$ cat src/hw/rtl/sct_pkg.sv
// Shared types and constants for the sine/cosine Taylor series evaluator
`default_nettype none
package sct_pkg;

	localparam int MAG_W   = 32;
	localparam int SQ_W    = 34;
	localparam int TERM_W  = 34;
	localparam int SUM_W   = 37;
	localparam int VALUE_W = 32;
	localparam int FRAC_W  = 30;
	localparam int RCP_W   = 34;
	localparam int DIV_W   = 9;
	localparam int MAX_K   = 9;
	localparam int TURN_W  = 36;

	localparam logic [TURN_W-1:0] TWO_PI_Q32 = 36'd26986075409;
	localparam logic [TURN_W-1:0] PI_Q32     = 36'd13493037705;

	localparam logic [TERM_W-1:0] ONE_Q30  = 34'h0_4000_0000;
	localparam logic [63:0]       HALF_Q30 = 64'h0000_0000_2000_0000;
	localparam logic [63:0]       RCP_ONE  = 64'h0000_0004_0000_0000;

	localparam logic signed [SUM_W-1:0] SUM_MAX = 37'sh00_7FFF_FFFF;
	localparam logic signed [SUM_W-1:0] SUM_MIN = 37'sh1F_8000_0000;

	localparam logic [DIV_W-1:0] DIV_SIN [MAX_K] = '{
		9'd6, 9'd20, 9'd42, 9'd72, 9'd110, 9'd156, 9'd210, 9'd272, 9'd342
	};
	localparam logic [DIV_W-1:0] DIV_COS [MAX_K] = '{
		9'd2, 9'd12, 9'd30, 9'd56, 9'd90, 9'd132, 9'd182, 9'd240, 9'd306
	};

	localparam logic [RCP_W-1:0] RCP_SIN [MAX_K] = '{
		RCP_W'(RCP_ONE / 6),   RCP_W'(RCP_ONE / 20),  RCP_W'(RCP_ONE / 42),
		RCP_W'(RCP_ONE / 72),  RCP_W'(RCP_ONE / 110), RCP_W'(RCP_ONE / 156),
		RCP_W'(RCP_ONE / 210), RCP_W'(RCP_ONE / 272), RCP_W'(RCP_ONE / 342)
	};
	localparam logic [RCP_W-1:0] RCP_COS [MAX_K] = '{
		RCP_W'(RCP_ONE / 2),   RCP_W'(RCP_ONE / 12),  RCP_W'(RCP_ONE / 30),
		RCP_W'(RCP_ONE / 56),  RCP_W'(RCP_ONE / 90),  RCP_W'(RCP_ONE / 132),
		RCP_W'(RCP_ONE / 182), RCP_W'(RCP_ONE / 240), RCP_W'(RCP_ONE / 306)
	};

	typedef struct packed {
		logic             valid;
		logic             func;
		logic             neg;
		logic [MAG_W-1:0] mag;
	} item_t;

endpackage
`default_nettype wire

$ cat src/hw/rtl/sct_reduce.sv
// Angle reduction pipeline: strip whole turns, fold into [-pi, pi], round to Q30 magnitude
`default_nettype none
module sct_reduce #(
	parameter int ANGLE_WIDTH = 32
) (
	input  wire logic                   clk,
	input  wire logic                   arst_n,
	input  wire logic                   in_valid,
	input  wire logic                   in_func,
	input  wire logic [ANGLE_WIDTH-1:0] in_angle,
	output sct_pkg::item_t              out_item
);

	localparam int MW = ANGLE_WIDTH + 8;
	localparam int RW = (MW > sct_pkg::TURN_W) ? MW : sct_pkg::TURN_W;
	localparam int QB = (ANGLE_WIDTH > 27) ? ANGLE_WIDTH - 27 : 1;
	localparam logic [RW-1:0] TWO_PI   = RW'(sct_pkg::TWO_PI_Q32);
	localparam logic [RW-1:0] PI       = RW'(sct_pkg::PI_Q32);
	localparam logic [RW-1:0] NEG_FOLD = TWO_PI - PI;

	logic                   v_s1;
	logic                   func_s1;
	logic                   neg_s1;
	logic [ANGLE_WIDTH-1:0] mag_s1;

	logic          div_v_s    [QB+1];
	logic          div_func_s [QB+1];
	logic          div_neg_s  [QB+1];
	logic [RW-1:0] div_rem_s  [QB+1];

	logic [RW-1:0] rem_end;
	logic [RW-1:0] fold_m;
	logic [RW-1:0] fold_sum;
	logic          fold_neg;

	logic                      v_sf;
	logic                      func_sf;
	logic                      neg_sf;
	logic [sct_pkg::MAG_W-1:0] mag_sf;

	always_ff @(posedge clk or negedge arst_n) begin
		if (!arst_n) begin
			v_s1 <= 1'b0;
		end else begin
			v_s1 <= in_valid;
		end
	end

	always_ff @(posedge clk) begin
		func_s1 <= in_func;
		neg_s1  <= in_angle[ANGLE_WIDTH-1];
		mag_s1  <= in_angle[ANGLE_WIDTH-1] ? (~in_angle + 1'b1) : in_angle;
	end

	always_comb begin
		div_v_s[0]    = v_s1;
		div_func_s[0] = func_s1;
		div_neg_s[0]  = neg_s1;
		div_rem_s[0]  = RW'(mag_s1) << 8;
	end

	for (genvar j = 0; j < QB; j++) begin : g_div
		localparam logic [RW-1:0] STEP = TWO_PI << (QB - 1 - j);

		always_ff @(posedge clk or negedge arst_n) begin
			if (!arst_n) begin
				div_v_s[j+1] <= 1'b0;
			end else begin
				div_v_s[j+1] <= div_v_s[j];
			end
		end

		always_ff @(posedge clk) begin
			div_func_s[j+1] <= div_func_s[j];
			div_neg_s[j+1]  <= div_neg_s[j];
			div_rem_s[j+1]  <= (div_rem_s[j] >= STEP) ? div_rem_s[j] - STEP : div_rem_s[j];
		end
	end

	always_comb begin
		rem_end = div_rem_s[QB];
		if (div_neg_s[QB]) begin
			if (rem_end < NEG_FOLD) begin
				fold_m   = rem_end;
				fold_neg = 1'b1;
			end else begin
				fold_m   = TWO_PI - rem_end;
				fold_neg = 1'b0;
			end
		end else if (rem_end > PI) begin
			fold_m   = TWO_PI - rem_end;
			fold_neg = 1'b1;
		end else begin
			fold_m   = rem_end;
			fold_neg = 1'b0;
		end
		fold_sum = fold_m + RW'(2);
	end

	always_ff @(posedge clk or negedge arst_n) begin
		if (!arst_n) begin
			v_sf <= 1'b0;
		end else begin
			v_sf <= div_v_s[QB];
		end
	end

	always_ff @(posedge clk) begin
		func_sf <= div_func_s[QB];
		neg_sf  <= fold_neg;
		mag_sf  <= fold_sum[sct_pkg::MAG_W+1:2];
	end

	always_comb begin
		out_item.valid = v_sf;
		out_item.func  = func_sf;
		out_item.neg   = neg_sf;
		out_item.mag   = mag_sf;
	end

endmodule
`default_nettype wire

$ cat config.mk
export PLATFORM = sky130hd
export DESIGN_NAME = sct_reduce
export DESIGN_NICKNAME = d
export VERILOG_FILES = /design/src/hw/rtl/sct_pkg.sv /design/src/hw/rtl/sct_reduce.sv
export SDC_FILE = /design/constraint.sdc
export NUM_CORES = 1
export LEC_CHECK = 0
export BUFFER_PORTS_ARGS = -buffer_cell sky130_fd_sc_hd__buf_4
export CORE_MARGIN = 2
export CORE_UTILIZATION = 50
export CTS_BUF_LIST = sky130_fd_sc_hd__clkbuf_8
export CTS_CLUSTER_SIZE = 25
export DETAILED_ROUTE_END_ITERATION = 7
export HOLD_SLACK_MARGIN = 0.1
export PLACE_DENSITY_LB_ADDON = 0.3
export SETUP_SLACK_MARGIN = 0.3
export SYNTH_ARGS = -nofsm -noshare
export SYNTH_HDL_FRONTEND = slang
export SYNTH_SLANG_ARGS = --single-unit
$ cat constraint.sdc
create_clock -name clk -period 8.7 [get_ports clk]
set_input_delay 1.305 -clock clk [delete_from_list [all_inputs] [get_ports clk]]
set_output_delay 1.305 -clock clk [all_outputs]
set_load 0.03 [all_outputs]
==> results of run 1 <==
## layout by cell type (no fill, tap or decap), types with 5 or more instances in the layout
cell | synthesis | layout
buf_4 | 7 | 76
dfxtp_1 | 264 | 264
dfrtp_1 | 7 | 7
or4_1 | 6 | 6
o211ai_1 | 16 | 16
a21boi_0 | 5 | 5
nor3_1 | 39 | 39
inv_1 | 53 | 65
o21a_1 | 10 | 10
nand2_1 | 125 | 125
clkbuf_8 | 0 | 60
or3_1 | 23 | 23
ha_1 | 11 | 11
xor2_1 | 68 | 68
or2_2 | 6 | 6
nand2b_1 | 18 | 18
and3_1 | 12 | 12
a21o_1 | 13 | 13
o31ai_1 | 26 | 26
a211oi_1 | 12 | 12
o21ai_0 | 77 | 77
xnor2_1 | 152 | 152
nor2b_1 | 12 | 12
nand3b_1 | 5 | 5
nor2_1 | 101 | 101
nor4bb_1 | 6 | 6
o21ai_1 | 9 | 9
nand3_1 | 37 | 37
a31oi_1 | 14 | 14
o31a_1 | 5 | 5
nor3b_1 | 8 | 8
nor4_1 | 22 | 22
a21oi_1 | 55 | 55
nand4_1 | 10 | 10
o41ai_1 | 6 | 6
and2_1 | 9 | 9
## worst max path at each step
stage                     depth (start not counted)    endpoint  slack [ns]        start
final                                            12  mag_sf[31]        4.71  rem_end[17]
after global routing                             12  mag_sf[31]        4.43  rem_end[17]
after CTS                                        12  mag_sf[31]        4.71  rem_end[17]
after detailed placement                          9  mag_s1[29]        4.52  in_angle[3]
after global placement                            9  mag_s1[29]        4.56  in_angle[3]
after floorplan                                   8  mag_s1[29]        4.85  in_angle[3]
## cell families after synthesis
kind of cell | after synthesis
multiplexers | 7
AND/OR/NAND/NOR | 460
adder cells (fa/ha/maj) | 11
flip-flops | 271
AO/OA/AOI/OAI | 314
buffers and inverters | 105
XOR/XNOR | 220
## report_power, final
group	switching [mW]	internal [mW]
clock network	0.455	0.640
logic	1.40	1.12
registers	0.498	1.76
total	2.35	3.51
## final cells by class
cell class	count	area, um^2	share of cell area [%]
inverters	56	210	1.47
flip-flops and latches	271	5460	38.3
clock buffers	60	826	5.79
well taps	330	413	2.89
multi-input cells	1012	6690	46.9
repair buffers	76	571	4.00
clock inverters	17	101	0.710
## flip-flops by register name (all words and copies together), names as in the netlist
register    cells
div_func_s      5
div_neg_s       5
div_rem_s     146
div_v_s         5
func_s1         1
func_sf         1
mag_s1         32
mag_sf         32
neg_s1          1
neg_sf          1
rem_end        40
v_s1            1
v_sf            1
## stage by stage
stage / worst slack, ns / hold WS, ns / util [%] / total power, mW
2_1_floorplan: 4.85 / 0.310 / - / 4.23
3_3_place_gp: 4.56 / 0.312 / 53.5 / 4.74
3_5_place_dp: 4.52 / 0.312 / 53.5 / 4.79
4_1_cts: 4.71 / 0.323 / 57.2 / 5.92
5_1_grt: 4.43 / 0.323 / 57.2 / 6.33
6_report: 4.71 / 0.313 / 57.2 / 5.87
## per-layer routing
metal  global-route usage [%]  vias up
met5                        0        -
met4                     6.80        0
met3                     3.31       52
met2                     31.4      232
met1                     20.1     4202
li1                         -     5014
## worst reg2reg max path: stages (launching register included)
cell and delay, ns:
dfxtp_1 0.51, and3_1 0.38, and4_4 0.31, and4bb_1 0.31
a31o_2 0.45, nor2_2 0.10, o21ai_0 0.16, ha_1 0.26
o221ai_2 0.23, nor4_4 0.51, nand4_4 0.19, nor4_2 0.36
xnor2_1 0.14
==> results_dict.tcl, run 1 <==
set metrics [dict create \
    avgSynthCellArea_um2 9.07 \
    cts_root_buf "clkbuf_8" \
    worstHoldStart "div_neg_s[3]" \
    fin_nets 1507 \
    critPathLaunchType "flop" \
    grt_pass1_vias 8914 \
    setup_viol 0 \
    cp_data_required_time_ns 9.16 \
    syn_area_um2 12600 \
    maxSlewHeadroom_pct 55.0 \
    hpwl_um 17000 \
    yosys.area_share.simple_pct 18.9 \
    finalWeightedCongestion 0.872 \
    die_y_um 163 \
    ir_worst_vdd_mv 0.197 \
    clockBufferDepth 3 \
    dpl-instance-area_um2 13300 \
    wl_per_cell_um 12.5 \
    p_leak_nw 5.71 \
    outcome "finished, final reports clean" \
    hold_end "div_neg_s[2]" \
    synthDominantCellAreaShare_pct 42.0 \
    syn_inst 1388 \
    die-area_um2 26500 \
    async_flop_share_pct 2.58 \
    cts_buffers 43 \
    drv_slew 0 \
    initial_core_util_pct 50.4 \
    drc 0 \
    synth.most_common_cell "dfxtp_1" \
    worst_pin_slew_ns 0.669 \
    synthAdderAreaFrac_pct 1.09 \
    final_area_um2 14300 \
    grt_max_degree 34 \
    crit_buf_inv 0 \
    synth_top_family_by_area "simple AND/OR/NAND/NOR gates" \
    setup_tns_ns 0 \
    drive_above_1_share_pct 12.5 \
    clock-sinks 271 \
    cts-resized-gates 0 \
    drt_iter0_drc 492 \
    htree_levels 2 \
    path_class "flop to flop" \
    synth_top_cell_by_area "dfxtp_1" \
    post_cts.repair.setup_buffers 0 \
    hold_buffers 0 \
    fin_crit_sh_pct 45.9 \
    row_count 58 \
    grt_pass1_wl_um 39000 \
    core_um2 25000 \
    n_antenna_cell 0 \
    synth_xor_area_share_pct 15.3 \
    clk_pin_slew_ns 0.06 \
    synth_commonest_cells "264 x dfxtp_1, 152 x xnor2_1, 125 x nand2_1, 101 x nor2_1, 77 x o21ai_0" \
    rsz0062_at_grt "no" \
    clk_latency_ns 0.54 \
    cp_max_fo 15 \
    wl_met1_um 9920 \
    ys_seq_area_share_pct 43.4 \
    yosys_warnings 0 \
    instances_no_fill 1822 \
    synth_seq_cells 271 \
    critPathTopFamily "simple AND/OR/NAND/NOR gates" \
    wl_met3_um 1100 \
    finalWirelength_um 22800 \
    grt-ovfl-total 0 \
    vias 9500 \
    r2r_cells 12 \
    reg2reg_to "mag_sf[31]" \
    hp-class "flop to flop" \
    synth.area.mux_share_pct 0.586 \
    critPathCaptureType "flop" \
    reg2reg_slack_ns 4.71 \
    max_freq_ghz 0.250 \
    cts_tree "done" \
    critPathSlowestCell "dfxtp_1" \
    viasPerCell 5.21 \
    yosys-top-cells-area "dfxtp_1 42%, xnor2_1 11%, xor2_1 4.7%" \
    synth_edf_count 0 \
    reg2reg_from "rem_end[17]" \
    pin_count 71 \
    crit_arrival_ns 4.46 \
    fin_skew_ns 0.0209 \
    area_growth_pct 13.4 \
    die_width_um 163 \
    hold_depth 0 \
    route.met2.wl_um 11200 \
    io_buffer_count 70 \
    slowest_delay_ns 0.51 \
    path_cells "and3_1, and4_4, and4bb_1, a31o_2, nor2_2, o21ai_0, ha_1, o221ai_2, nor4_4, nand4_4, nor4_2, xnor2_1" \
    n_fill_cell 2267 \
    power_density_nw_per_um2 411 \
    placed_cells 1745 \
    maxUsedRoutingLayer "met4" \
    synth_cell_types 94 \
    antenna_found_initial 0 \
    drv_cap 0 \
    synthesis.nets 1435 \
    first_pass_iters 5 \
    synth_compound_area_share_pct 17.3 \
    fin_crit_ns 3.99 \
    synth_ff_type "dfxtp_1" \
    grt_util_all_layers_pct 17.3 \
    ant_nets 0 \
    hold_viol 0 \
]
(Power assumes the default switching activity.)
==> run 2: changes to the inputs <==
- clock period: 8.7 -> 3.2 ns (I/O delays scaled with it)
==> run 2 against run 1 <==
Hold slack worse by 0.18 ns. Total power grew to 3.0 times the previous value. Highest routed layer unchanged. Cell area is 12% higher. Clock skew is 0.0076 ns lower. Die area stayed put. Global-route usage is 0.97 points higher. Clock power is 150% higher. Register-to-register slack worse by 4.6 ns. Via count is 7.7% higher. Utilization is 7.1 points higher. Sequential power grew to 2.6 times the previous value. Wire length is 10% higher.
==> results_dict.tcl, run 2 (same netlist as run 1, synthesis figures left out) <==
set metrics [dict create \
    outcome "finished, final reports clean" \
    io_buffer_count 70 \
    grt_util_all_layers_pct 18.3 \
    n_antenna_cell 0 \
    path_depth 13 \
    max_freq_ghz 0.323 \
    wl_per_cell_um 12.8 \
    first_pass_iters 5 \
    ir_worst_vdd_mv 0.523 \
    hp-class "input pin to flop" \
    maxSlewHeadroom_pct 44.7 \
    switching_share_pct 40.2 \
    die_width_um 163 \
    final_util_pct 64.2 \
    die_y_um 163 \
    area_growth_pct 27.4 \
    clock-sinks 271 \
    crit_arrival_ns 3.52 \
    grt_max_degree 34 \
    p_leak_nw 6.53 \
    power_density_nw_per_um2 1110 \
    crit_buf_inv 3 \
    viasPerCell 5.21 \
    critPathLaunchType "flop" \
    seq_power_share_pct 33.2 \
    setup_viol 0 \
    grt-ovfl-total 0 \
    drv_cap 0 \
    power_mw 17.8 \
    hold_viol 0 \
    fin_nets 1652 \
    rsz0062_at_grt "yes" \
    cpMostUsedCell "buf_4" \
    pwr-share-comb_pct 51.5 \
    slowest_delay_ns 0.56 \
    die-area_um2 26500 \
    drv_slew 0 \
    setup_ws_ns 0.107 \
    dp_slack_ns -0.0898 \
    vias 10230 \
    ant_nets 0 \
    grt_pass1_wl_um 41000 \
    fin_crit_sh_pct 96.7 \
    grt_pass1_vias 9548 \
    multi_input_area_um2 7310 \
    cts_buffers 43 \
    critPathCaptureType "flop" \
    drc 0 \
    regArea_um2 5490 \
    finalHoldWorstSlack_ns 0.133 \
    path_class "flop to flop" \
    finalWirelength_um 25100 \
    cp_data_required_time_ns 3.62 \
    largest_register "div_rem_s" \
    p_int_mw 10.6 \
    cp_max_fo 5 \
    largest_reg_flops 146 \
    critPathTopFamily "simple AND/OR/NAND/NOR gates" \
    n_fill_cell 2073 \
    finalWeightedCongestion 0.895 \
    htree_levels 2 \
    placed_cells 1837 \
    drive_above_1_share_pct 25.4 \
    core_um2 25000 \
    layout_common_cells "249 x dfxtp_1, 194 x buf_4, 150 x xnor2_1, 123 x nand2_1, 97 x nor2_1" \
    switchingPower_mw 7.15 \
    antenna_found_initial 0 \
    fin_skew_ns 0.0133 \
    r2r_cells 13 \
    pin_count 71 \
    path_cells "nor4_2, buf_4, and4_1, nor3_1, buf_4, a31o_4, buf_8, or4_4, xor2_4, nor3_4, nand4_4, mux2i_2, xor2_1" \
    worst_pin_slew_ns 0.822 \
    fin_crit_ns 3.09 \
    hpwl_um 18000 \
    clk_pin_slew_ns 0.05 \
    cts_root_buf "clkbuf_8" \
    clk_latency_ns 0.54 \
    clockBufferDepth 3 \
    initial_core_util_pct 50.4 \
    drt_iter0_drc 457 \
    clkPwrFrac_pct 15.3 \
    cts_tree "done" \
    hold_depth 2 \
    instances_no_fill 1962 \
    row_count 58 \
    final_common_cell "dfxtp_1" \
    critPathSlowestCell "or4_4" \
]
## run 2: cell type report
type / count / share of cell area, %
Inverter: 56 / 1.36
Multi-Input combinational cell: 1012 / 45.6
Timing Repair inverter: 2 / 0.0624
Tap cell: 330 / 2.58
Sequential cell: 271 / 34.2
Clock buffer: 54 / 4.64
Timing Repair Buffer: 219 / 11.0
Clock inverter: 18 / 0.507
## run 2: stage by stage
stage / instance area (um^2) / TNS, ns
2_1_floorplan: 12700 / -0.141
3_3_place_gp: 14200 / 0
3_5_place_dp: 14200 / -0.117
4_1_cts: 15300 / 0
5_1_grt: 16000 / -0.0856
6_report: 16000 / 0
## run 2: final timing paths
| path | start | slack, ns | endpoint |
|---|---|---|---|
| setup / recovery | rem_end[38] | 0.11 | mag_sf[24] |
| hold / removal | in_angle[19] | 0.13 | mag_s1[19] |
| setup reg to reg | rem_end[38] | 0.11 | mag_sf[24] |
| hold reg to reg | div_neg_s[1] | 0.32 | div_neg_s[0] |
| max in group asynchronous | arst_n | 2.79 | v_s1 |
| min in group asynchronous | arst_n | 0.28 | div_v_s[3] |
## run 2: power groups by stage
stage	clock network, mW	registers (mW)	logic, mW
6_report	2.72	5.91	9.18
3_5_place_dp	0	5.85	8.14
4_1_cts	2.81	5.80	8.38
3_3_place_gp	0	5.80	8.07
2_1_floorplan	0	6.07	5.55
5_1_grt	2.98	6.08	10.1
## run 2: what timing repair did
item                                   CTS  global route
endpoints found under the hold margin   16             0
gates resized for setup                 33           103
gates cloned                             0             3
buffers inserted                        10            31
pin swaps                               31            38
hold buffers                             9             0
setup endpoints to repair               38           147
## run 2: metal layers
metal | part of all wire (%) | track usage (%)
met1 | 39 | 19.7
met2 | 52 | 35.1
met5 | 0 | 0
met3 | 5.0 | 3.41
met4 | 3.4 | 7.12
==> run 3: changes to the inputs <==
- CORE_ASPECT_RATIO: not set -> 0.8
==> run 3 against run 2 <==
Clock power is essentially flat. Sequential cell count did not move. Non-clock buffer count is 28 lower. Global-route usage is 0.54 points higher. Die area barely moved. Sequential share of layout area rose by 0.81 points. Sequential power barely moved. Register-to-register slack better by 0.06 ns. Critical path type unchanged.
==> results_dict.tcl, run 3 (same netlist as run 1, synthesis figures left out) <==
set metrics [dict create \
    outcome "finished, final reports clean" \
    n_antenna_cell 0 \
    final_util_pct 63.8 \
    cts_root_buf "clkbuf_8" \
    core_um2 24600 \
    vias 10135 \
    placed_cells 1806 \
    fin_skew_ns 0.0226 \
    cts_buffers 41 \
    clockBufferDepth 3 \
    die_y_um 146 \
    finalWirelength_um 25500 \
    grt_pass1_wl_um 42500 \
    grt_util_all_layers_pct 18.8 \
    maxSlewHeadroom_pct 46.5 \
    worst_pin_slew_ns 0.795 \
    final_area_um2 15700 \
    drv_slew 0 \
    ant_nets 0 \
    hold_depth 2 \
    drv_cap 0 \
    row_count 51 \
    setup_ws_ns 0.168 \
    first_pass_iters 5 \
    clk_pin_slew_ns 0.06 \
    die-area_um2 26500 \
    drt_iter0_drc 633 \
    setup_viol 0 \
    grt_pass1_vias 9612 \
    power_mw 17.5 \
    viasPerCell 5.28 \
    cts_tree "done" \
    reg2reg_slack_ns 0.17 \
    antenna_found_initial 0 \
    finalHoldWorstSlack_ns 0.123 \
    n_fill_cell 2042 \
    largest_register "div_rem_s" \
    drive_above_1_share_pct 24.0 \
    p_leak_nw 6.36 \
    critPathSlowestCell "or4_4" \
    path_class "flop to flop" \
    hold_end "mag_s1[4]" \
    fin_nets 1620 \
    hold_viol 0 \
    instances_no_fill 1920 \
    area_growth_pct 24.4 \
    ir_worst_vdd_mv 0.384 \
    fin_crit_ns 3.03 \
    wl_per_cell_um 13.3 \
    dp_slack_ns 0.0207 \
    power_density_nw_per_um2 1120 \
    fin_crit_sh_pct 94.7 \
    critPathCaptureType "flop" \
    slowest_delay_ns 0.54 \
    io_buffer_count 70 \
    cp_data_required_time_ns 3.70 \
    worstHoldStart "in_angle[4]" \
    rsz0062_at_grt "yes" \
    finalWeightedCongestion 0.872 \
    critPathLaunchType "flop" \
    reg2reg_from "rem_end[12]" \
    dpl-instance-area_um2 14000 \
    clk_latency_ns 0.57 \
    die_width_um 181 \
    grt_max_degree 34 \
    htree_levels 2 \
    pin_count 71 \
    path_cells "nor4b_2, and4b_1, o2111ai_4, o211a_4, buf_4, or4_4, xor2_4, nor3_4, nand4_4, mux2i_1, xor2_1" \
    hp-class "input pin to flop" \
    reg2reg_to "mag_sf[24]" \
    cp_max_fo 7 \
    setup_tns_ns 0 \
    max_freq_ghz 0.330 \
    largest_reg_flops 146 \
    drc 0 \
    grt-ovfl-total 0 \
    final_common_cell "dfxtp_1" \
    clock-sinks 271 \
    r2r_cells 11 \
    crit_arrival_ns 3.53 \
    layout_common_cells "247 x dfxtp_1, 173 x buf_4, 150 x xnor2_1, 123 x nand2_1, 96 x nor2_1" \
    hpwl_um 18400 \
    initial_core_util_pct 51.2 \
]
==> run 3: changes by cell type in the layout (fill, tap and decap cells not counted), sizes merged <==
cell / previous run / this run
buf: 210 / 185
clkbuf: 54 / 50
clkinvlp: 1 / 2
bufinv: 0 / 1
dlygate4sd3: 9 / 6
==> run 3: critical path, delay by kind of cell, from the launching register on <==
family                 cells  cell delay, ns
XOR/XNOR                   2            0.33
buffers and inverters      1            0.14
flip-flops                 1            0.38
AO/OA/AOI/OAI              2            0.48
multiplexers               1            0.23
AND/OR/NAND/NOR            5            1.43
==> run 3: timing repair <==
action	CTS	global route
gates cloned	0	1
resized for setup	42	72
pin swaps	22	23
endpoints found under the setup margin	39	140
endpoints found under the hold margin	13	0
hold buffers	6	0
setup buffers	16	19
==> run 3: worst max path at each step <==
stage          cells past startpoint          to  slack, ns         from
6_report                          11  mag_sf[24]       0.17  rem_end[12]
2_1_floorplan                     17  mag_sf[27]      -0.14  rem_end[17]
5_1_grt                           15  mag_sf[31]       0.03  rem_end[27]
3_3_place_gp                       9  mag_sf[31]       0.02   rem_end[6]
4_1_cts                           15  mag_sf[31]       0.19  rem_end[31]
3_5_place_dp                       9  mag_s1[29]       0.02  in_angle[3]
==> run 3: area by class of cell <==
type                    instances  area (um^2)  area share [%]
clock inverters                22          136           0.871
repair buffers                191         1530            9.76
clock buffers                  50          688            4.39
well taps                     318          398            2.54
inverters                      56          219            1.40
flip-flops and latches        271         5490            35.0
multi-input cells            1012         7200            46.0
==> run 3: report_power, final <==
part | switching [mW] | total (mW) | internal (mW)
logic | 4.76 | 8.86 | 4.10
registers | 1.12 | 5.92 | 4.80
clock network | 1.25 | 2.75 | 1.50
total | 7.13 | 17.5 | 10.4
==> run 3: layer usage <==
layer  vias up  track usage [%]  share of wire (%)
li1       5255                -                  -
met1      4577             22.9                 45
met2       247             33.2                 48
met3        56             3.85                4.8
met4         0             6.50                2.5
met5         -                0                  0
